<file path="src/rtl/core/dcst_ram.sv">
// ----------------------------------------------------------------------------
// Generic synchronous RAM
// One write port and one read port with registered read data.
// ----------------------------------------------------------------------------
`default_nettype none

module dcst_ram #(
  parameter int unsigned WIDTH = 8,
  parameter int unsigned DEPTH = 256
) (
  input  wire                         clk_i,
  input  wire                         we_i,
  input  wire  [$clog2(DEPTH)-1:0]    waddr_i,
  input  wire  [WIDTH-1:0]            wdata_i,
  input  wire                         re_i,
  input  wire  [$clog2(DEPTH)-1:0]    raddr_i,
  output logic [WIDTH-1:0]            rdata_o
);

  logic [WIDTH-1:0] mem_q [DEPTH];

  always_ff @(posedge clk_i) begin
    if (we_i) begin
      mem_q[waddr_i] <= wdata_i;
    end
    if (re_i) begin
      rdata_o <= mem_q[raddr_i];
    end
  end

endmodule

`default_nettype wire

</file>
<file path="config.mk">
export PLATFORM = sky130hd
export DESIGN_NAME = dcst_ram
export DESIGN_NICKNAME = d
export VERILOG_FILES = /design/src/rtl/core/dcst_ram.sv
export SDC_FILE = /design/constraint.sdc
export NUM_CORES = 2
export LEC_CHECK = 0
export ABC_AREA = 1
export BUFFER_PORTS_ARGS = -buffer_cell sky130_fd_sc_hd__buf_2
export CORE_AREA = 2 2 492 494
export DETAILED_ROUTE_END_ITERATION = 16
export DIE_AREA = 0 0 494 496
export GPL_TIMING_DRIVEN = 0
export PLACE_DENSITY = 0.55
export SKIP_LAST_GASP = 1
export SYNTH_ARGS = -nofsm -noshare
export SYNTH_HDL_FRONTEND = slang
export SYNTH_SLANG_ARGS = --single-unit
</file>
<file path="constraint.sdc">
create_clock -name clk_i -period 2.6 [get_ports clk_i]
set_input_delay 0.52 -clock clk_i [delete_from_list [all_inputs] [get_ports clk_i]]
set_output_delay 0.52 -clock clk_i [all_outputs]
set_load 0.01 [all_outputs]
</file>
==> results.md <==
* Worst Path Max Fanout at 10
* Layout area overhead at 14.84%
* Root buf cell: clkbuf_16
* Status: complete, but fails checks
* Final setup skew at 67.21 ps
* Count of final max-slew check failures at 18
* Mapped cell area at 83480 um2
* Die area at 245000 um2
* Pre-CTS setup slack at -1900 ps
* Vias at 62.15k
* Number of CTS-inserted buffers at 218
* Worst setup startpoint: we_i
* Initial DRT Pass Iterations at 7
* Start of the worst register-to-register path: mem_q[103][3]
* Dpl hpwl at 258700 um
* FMAX at 338.4 MHz
* Fill cell count at 22.92k
* Post-route cell area at 95870 um2
* Arrival @ worst endpoint at 3440 ps
* Syn avg cell area at 11.92 um2
* Hold WS at 56.10 ps
* Port bufs at 27
* Max transition margin at -0.6070%
* # DRC at 0
* Synth top area cells: edfxtp_1, nand3_1, nand2_1, buf_2, nor2_1
* Worst hold stages at 1
* CTS tree: built
* Post-synth top area share at 73.96%
* P per Cell Area at 767.3 nW/um2
* Clk sinks at 2056
* Synth unique cells at 13
* Setup repair bufs after CTS at 0
* First-pass GRT wire length at 496200 um
* Leak pwr at 33.26 nW
* Total GRT Usage at 30.10%
* VDD IR-drop max at 0.0006320 V
* Starting density of the core at 34.84%
* Grt ovf at 0
* Kind of critical path: input port to flip-flop
* Wirelength per Cell at 35.35 um
* Initial DRC count at 10.99k
* Core area at 239600 um2
* Post-Layout Cell Count at 10.66k
* Antenna Nets Post-Route at 0
* Fin. Hold Viols at 0
* Pin count of the biggest net entering global routing at 140
* Startpoint types: input port
* R2R setup slack at 190 ps
* Antenna violations before repair at 28
* Failing checks: capacitance limit, slew limit, setup timing
* # rows at 180
* Nets at 7298
* Vias in the first global route at 55.79k
* Post-synthesis net count at 7030
* CP required at 3090 ps
* Placed insts at 10.23k
* CP Capture Type: flip-flop
* Die Width at 494 um
* Clk slew on worst S/H paths at 70 ps
* Crit path to: mem_q[240][5]
* Min Clock Period, post-route at 2955 ps
* RSZ-0062 raised after global routing: true
* Top Ports at 35
* Maximum clock insertion buffer count at 3
* Share of cells above drive strength 1 at 11.42%
* Worst setup margin at -355.3 ps
* Synth Register Bits at 2056
* R2R depth at 10
* Seq/Total Area, Yosys at 73.96%
* Slew @ Worst Pin at 1504 ps
* Final setup viols at 528
* DRT Wirelength at 376900 um
* Cell taking the most area after synthesis: edfxtp_1
* Hold Path Class: input port to flip-flop
* RePlAce Congestion at 1.024
* Clk_lat worst skew at 910 ps
* H-Tree Depth at 4
* Cells after synthesis at 7003
* Fin crit share at 113.7%
* FF-to-FF End: rdata_o[3]
* Placed cell area at 88180 um2
* TNS Setup at -44630 ps
* Die span in y at 496 um
* Synth warnings at 0
* Max-cap viol count at 3
* Vias per Instance at 5.829
==> stage by stage <==
stage                     power [mW]  util (%)
final                          73.56     40.01
after global routing           74.78     39.99
after CTS                      73.24     39.90
after detailed placement       42.77     36.80
after global placement         42.80     36.55
after floorplan                39.54         -
==> layout by cell type, fill, tap and decap left out, types with 2 or more instances in the layout <==
cell,instances
buf_1,12
buf_16,15
buf_2,232
buf_4,78
buf_6,25
buf_8,12
bufinv_16,18
clkbuf_1,101
clkbuf_16,222
clkbuf_2,61
clkbuf_4,30
clkdlybuf4s15_2,16
clkinv_1,54
clkinv_16,4
clkinv_2,40
clkinvlp_4,7
diode_2,15
dlygate4sd3_1,2
edfxtp_1,2056
inv_1,36
inv_2,2
inv_6,5
nand2_1,2123
nand3_1,2005
nand3_2,14
nor2_1,219
nor2_2,62
nor2_4,2
==> report_power, final <==
| part | total (mW) | leakage, nW | switching [mW] | internal (mW) |
|---|---|---|---|---|
| combinational | 5.84 | 11.4 | 4.69 | 1.15 |
| sequential | 36.6 | 18.5 | 0.0299 | 36.6 |
| clock | 31.1 | 3.39 | 13.7 | 17.5 |
==> flip-flops by register name, indices dropped and copies added (netlist names) <==
signal   count
rdata_o      8
mem_q     2048
==> final cells by class <==
cell class,instances,area (um2),share of cell area [%]
Buffer,483,2895,3.020
Clock buffer,278,5766,6.014
Tap cell,3185,3985,4.157
Inverter,39,148.9,0.1553
Sequential cell,2056,61740,64.40
Multi-Input combinational cell,4425,19380,20.21
Timing Repair Buffer,48,704.4,0.7348
Antenna cell,15,37.54,0.03915
Clock inverter,132,1216,1.269
==> worst max-delay path: stages <==
cell	delay (ps)
clkbuf_1	500
nand2_1	560
clkbuf_2	720
nor2_1	1090
==> metal layers <==
layer / global-route usage [%] / wire length [um] / up-vias
li1: - / - / 25460
met1: 41.27 / 148300 / 31390
met2: 43.87 / 160800 / 4508
met3: 7.973 / 46130 / 788
met4: 15.40 / 21660 / 6
met5: 0 / 40 / -
==> cell families after synthesis <==
group | Yosys count | synth area share, %
and+or+nand+nor | 4425 | 22.92
buffers and inverters | 522 | 3.116
DFF | 2056 | 73.96
==> synthesized netlist by cell type <==
| cell type | count |
|---|---|
| nand2_1 | 2123 |
| edfxtp_1 | 2056 |
| nand3_1 | 2019 |
| nor2_1 | 283 |
| buf_2 | 268 |
| clkbuf_1 | 112 |
| buf_4 | 46 |
| buf_1 | 40 |
| inv_1 | 36 |
| buf_6 | 16 |
| inv_2 | 2 |
| buf_8 | 1 |
| inv_4 | 1 |
==> repair_timing <==
| action | CTS | global route |
|---|---|---|
| hold buffers | 2 | 0 |
| endpoints found under the hold margin | 18 | 0 |
| endpoints found under the setup margin | 268 | 305 |
| resized for setup | 178 | 94 |
==> how the worst min path moves through the flow <==
stage | startpoint | slack (ps) | to
after CTS | wdata_i[5] | 20 | mem_q[173][5]
after global placement | rdata_o[2] | 950 | rdata_o[2]
final | wdata_i[5] | 60 | mem_q[43][5]
after floorplan | wdata_i[0] | 620 | mem_q[0][0]
after global routing | re_i | 30 | rdata_o[0]
after detailed placement | wdata_i[4] | 860 | mem_q[40][4]
(Power assumes the default switching activity.)
