File: src/rtl/core/dcst_pkg.sv
// ----------------------------------------------------------------------------
// Divisor count sieve table package
// Shared codes, controller states and divider request/response types.
// ----------------------------------------------------------------------------
`default_nettype none

package dcst_pkg;

  localparam int unsigned DIV_W = 16;

  localparam logic [1:0] STATUS_OK        = 2'd0;
  localparam logic [1:0] STATUS_RANGE     = 2'd1;
  localparam logic [1:0] STATUS_NOT_BUILT = 2'd2;

  typedef enum logic [3:0] {
    S_IDLE,
    S_Q_OUT,
    S_INIT,
    S_SCHK,
    S_SI,
    S_JRD,
    S_JWR,
    S_DCHK,
    S_DP,
    S_DDIV1,
    S_DM,
    S_DDIV2,
    S_B_OUT
  } state_e;

  typedef struct packed {
    logic             start;
    logic [DIV_W-1:0] dividend;
    logic [DIV_W-1:0] divisor;
  } div_req_t;

  typedef struct packed {
    logic             done;
    logic [DIV_W-1:0] quotient;
  } div_rsp_t;

endpackage

`default_nettype wire

File: src/rtl/core/dcst_div.sv
// ----------------------------------------------------------------------------
// Iterative divider
// Restoring unsigned division, one quotient bit per cycle.
// ----------------------------------------------------------------------------
`default_nettype none

module dcst_div (
  input  wire                 clk_i,
  input  wire                 rst_ni,
  input  dcst_pkg::div_req_t  req_i,
  output dcst_pkg::div_rsp_t  rsp_o
);

  localparam int unsigned W = dcst_pkg::DIV_W;

  logic         busy_q, busy_d;
  logic         done_q, done_d;
  logic [4:0]   cnt_q, cnt_d;
  logic [W-1:0] rem_q, rem_d;
  logic [W-1:0] quo_q, quo_d;
  logic [W-1:0] dvs_q, dvs_d;
  logic [W:0]   trial;

  always_comb begin
    busy_d = busy_q;
    done_d = 1'b0;
    cnt_d  = cnt_q;
    rem_d  = rem_q;
    quo_d  = quo_q;
    dvs_d  = dvs_q;
    trial  = {rem_q, quo_q[W-1]};
    if (req_i.start) begin
      busy_d = 1'b1;
      cnt_d  = 5'(W);
      rem_d  = '0;
      quo_d  = req_i.dividend;
      dvs_d  = req_i.divisor;
    end else if (busy_q) begin
      if (trial >= {1'b0, dvs_q}) begin
        rem_d = W'(trial - {1'b0, dvs_q});
        quo_d = {quo_q[W-2:0], 1'b1};
      end else begin
        rem_d = trial[W-1:0];
        quo_d = {quo_q[W-2:0], 1'b0};
      end
      cnt_d = cnt_q - 5'd1;
      if (cnt_q == 5'd1) begin
        busy_d = 1'b0;
        done_d = 1'b1;
      end
    end
  end

  always_ff @(posedge clk_i or negedge rst_ni) begin
    if (!rst_ni) begin
      busy_q <= 1'b0;
      done_q <= 1'b0;
      cnt_q  <= '0;
    end else begin
      busy_q <= busy_d;
      done_q <= done_d;
      cnt_q  <= cnt_d;
    end
  end

  always_ff @(posedge clk_i) begin
    rem_q <= rem_d;
    quo_q <= quo_d;
    dvs_q <= dvs_d;
  end

  assign rsp_o.done     = done_q;
  assign rsp_o.quotient = quo_q;

endmodule

`default_nettype wire

File: config.mk
export PLATFORM = sky130hd
export DESIGN_NAME = dcst_div
export DESIGN_NICKNAME = d
export VERILOG_FILES = /design/src/rtl/core/dcst_pkg.sv /design/src/rtl/core/dcst_div.sv
export SDC_FILE = /design/constraint.sdc
export NUM_CORES = 1
export LEC_CHECK = 0
export CAP_MARGIN = 0
export CELL_PAD_IN_SITES_DETAIL_PLACEMENT = 0
export CELL_PAD_IN_SITES_GLOBAL_PLACEMENT = 1
export CORE_UTILIZATION = 50
export DETAILED_ROUTE_END_ITERATION = 10
export DONT_BUFFER_PORTS = 1
export PLACE_DENSITY_LB_ADDON = 0.1
export SLEW_MARGIN = 20
export SYNTH_ARGS = -nofsm -noshare
export SYNTH_HDL_FRONTEND = slang
export SYNTH_SLANG_ARGS = --single-unit
File: constraint.sdc
create_clock -name clk_i -period 2.7 [get_ports clk_i]
set_clock_uncertainty 0.2 [all_clocks]
set_input_delay 0.27 -clock clk_i [delete_from_list [all_inputs] [get_ports clk_i]]
set_output_delay 0.27 -clock clk_i [all_outputs]
set_load 0.005 [all_outputs]
==> results.ini <==
[floorplan]
initial_core_util_pct = 52.7
io_pins = 52
dieArea_sq_um = 6720
die_y_um = 82.0
coreArea_sq_um = 6060
rows = 28
die_w_um = 82.0

[synthesis]
ys_seq_elements = 55
yosysUniqueCellTypes = 62
syn_avg_cell_area_sq_um = 10.6
synth_fp_nets = 355
async_reset_ff_share_pct = 12.7
synth_common_cells = edfxtp_1 (32), inv_1 (24), nor2_1 (23)
yosysTopAreaCellShare_pct = 30.1
yosysMostFrequentCell = edfxtp_1
synth_edf_count = 32
yosysSeqAreaShare_pct = 45.6
synth_top_area_cell = edfxtp_1
synthesis.area_sq_um = 3200
synth_ff_type = edfxtp_1
synth_cells = 301
synth-warning-count = 0
yosys-top-cells-area = edfxtp_1 (30%), dfxtp_1 (10%), ha_1 (7.0%)

[clocking]
clockRootBuffer = clkbuf_8
clkTransAtPathRegs_ns = 0.11
numCtsBuffers = 5
clockBufferDepth = 2
cts_tree = done
htreeDepth = 2
clock-sinks = 55
clk_latency_ns = 0.32

[detailed_routing]
num_vias = 2319
drt_iter0_drc = 144
dr.max_layer_used = met4
post-route-drc-count = 0
ant_nets = 0
wl_met2_mm = 3.00
dr.pass1.iters = 4
routed_wl_mm = 6.69
vias_per_cell = 5.57
wl_met1_mm = 3.17
routedWlPerCell_um = 16.1
met3_length_um = 370

[final_layout]
syn2layout_area_growth_pct = 18.6
antennaDiodeCount = 0
fin_area_sq_um = 3790
fillers = 525
nNetsFinal = 394
drive_gt1_share_pct = 15.2

[global_routing]
grt_pass1_vias = 2296
grt_usage_pct = 21.7
grt-ovfl-total = 0
grt_pass1_wl_mm = 10.8
grt_max_degree = 52
antenna_found_initial = 0

[power]
power_density_nw_per_um2 = 641
p_leak_nw = 1.53
vdd_ir_drop_max_v = 0.000422

[worst_setup_path]
setup.worst_path.end_class = flip-flop
path_buf_inv = 1
crit_fanout = 3
cp_slowest_cell = fa_1
cpPeakStageDelay_ns = 0.41
worst-endpoint-arrival_ns = 2.56
start_kind = flip-flop
required_ns = 2.71
crit_path_cell_trace = inv_1, ha_1, fa_1, nor2b_2, o21ai_1, a21bo_2, a211o_1, xnor2_1, a31o_2
timing_worst_setup_path_type = flip-flop to flip-flop
critPathTopFamily = compound AO/OA/AOI/OAI gates

[placed_design]
place_area_sq_um = 3320
hpwl_mm = 4.53
place_worst_setup_slack_ns = 0.123
place_congestion = 0.768
placement.io_buffers = 0

[worst_hold_path]
hp-class = input pin to flip-flop

[sta]
slew_headroom_pct = 64.3
timing.final.ws_setup_ns = 0.150
period_share_pct = 94.4
slew_violations = 0
hold_viol_final = 0
tns_ns = 0
period_needed_ns = 2.55
fmax_ghz = 0.392
rsz0062_at_grt = no
setup_viol = 0
tightestPinTransition_ns = 0.535

[outcome]
status = completed

[run]
cap_violations = 0

## where the power goes
part | switching (mW) | internal [mW] | total [mW] | leakage [nW]
registers | 0.0937 | 1.02 | 1.12 | 0.541
logic | 0.384 | 0.370 | 0.754 | 0.937
clock network | 0.277 | 0.281 | 0.558 | 0.0558
## flip-flops by register name, indices dropped and copies added, names as in the netlist
name / count
busy_q: 1
cnt_q: 5
done_q: 1
dvs_q: 16
quo_q: 16
rem_q: 16
## placed cells by master (no fill, tap or decap), drive strengths merged, types with 4 or more instances in the layout
| cell type | count |
|---|---|
| a211oi | 8 |
| a21o | 5 |
| a21oi | 15 |
| a311oi | 5 |
| a31o | 4 |
| a31oi | 4 |
| and2 | 4 |
| buf | 12 |
| clkbuf | 6 |
| dfrtp | 7 |
| dfxtp | 16 |
| dlygate4sd3 | 33 |
| edfxtp | 32 |
| ha | 18 |
| inv | 25 |
| mux2 | 16 |
| mux2i | 4 |
| nand2 | 21 |
| nand3 | 5 |
| nor2 | 23 |
| nor2b | 6 |
| nor3 | 7 |
| o21ai | 9 |
| o21bai | 4 |
| xnor2 | 8 |
| xor2 | 7 |
## area by class of cell
cell class                 count  area, sq um  share of cell area, %
clock buffer                   6         72.6                   1.91
clock inverter                 2         38.8                   1.02
inverter                      24         90.1                   2.38
multi-input combinational    209         1590                   41.9
sequential                    55         1460                   38.4
tap                           75         93.8                   2.47
timing repair buffer          45          453                   11.9
## worst register-to-register path: cells and delay by family (launching register included)
| family | cells | cell delay (ns) |
|---|---|---|
| AOI/OAI and AO/OA | 4 | 0.84 |
| xor gates and xnor gates | 1 | 0.13 |
| adders and majority gates | 2 | 0.63 |
| buffers and inverters | 1 | 0.08 |
| DFF | 1 | 0.40 |
| and+or+nand+nor | 1 | 0.15 |
## repair_timing
| item | CTS | global route |
|---|---|---|
| hold buffers | 34 | 0 |
| setup endpoints to repair | 0 | 5 |
| endpoints found under the hold margin | 73 | 0 |
| setup buffers | 0 | 0 |
| gates resized for setup | 0 | 3 |
## per-layer routing
metal | global-route usage, % | vias to the layer above
li1 | - | 1176
met1 | 30.6 | 1077
met2 | 33.1 | 53
met3 | 3.78 | 13
met4 | 7.72 | 0
met5 | 0 | -
## path summary, 6_finish.rpt
kind / from / to / slack [ns] / cells past startpoint
worst max register to register: quo_q[15] / rem_q[8] / 0.15 / 9
min in group asynchronous: rst_ni / done_q / 0.07 / 1
worst max-delay path: quo_q[15] / rem_q[8] / 0.15 / 9
worst min-delay path: req_i[32] / rem_q[1] / 0.04 / 2
worst min register to register: rem_q[15] / rem_q[15] / 0.30 / 2
max in group asynchronous: rst_ni / cnt_q[1] / 1.99 / 1
## kinds of logic (layout without fill, tap and decap cells)
kind of cell               Yosys count  in the layout  share of synthesized area [%]
and+or+nand+nor                     85             85                           13.7
AOI/OAI and AO/OA                   70             70                           17.0
DFF                                 55             55                           45.6
buffers and inverters               37             77                           4.97
muxes                               20             20                           7.01
adders and majority gates           19             19                           7.67
xor gates and xnor gates            15             15                           4.11
## metrics by stage
| step | utilization (%) | total power, mW | std cells | hold WS, ns |
|---|---|---|---|---|
| floorplan | - | 1.67 | 301 | -0.226 |
| global placement | 54.7 | 1.82 | 374 | -0.225 |
| detailed placement | 54.7 | 1.83 | 374 | -0.225 |
| CTS | 62.5 | 2.45 | 416 | 0.0344 |
| global route | 62.6 | 2.59 | 416 | 0.0416 |
| finish | 62.6 | 2.43 | 416 | 0.0352 |
No activity file was read; power rests on OpenSTA's default activity.
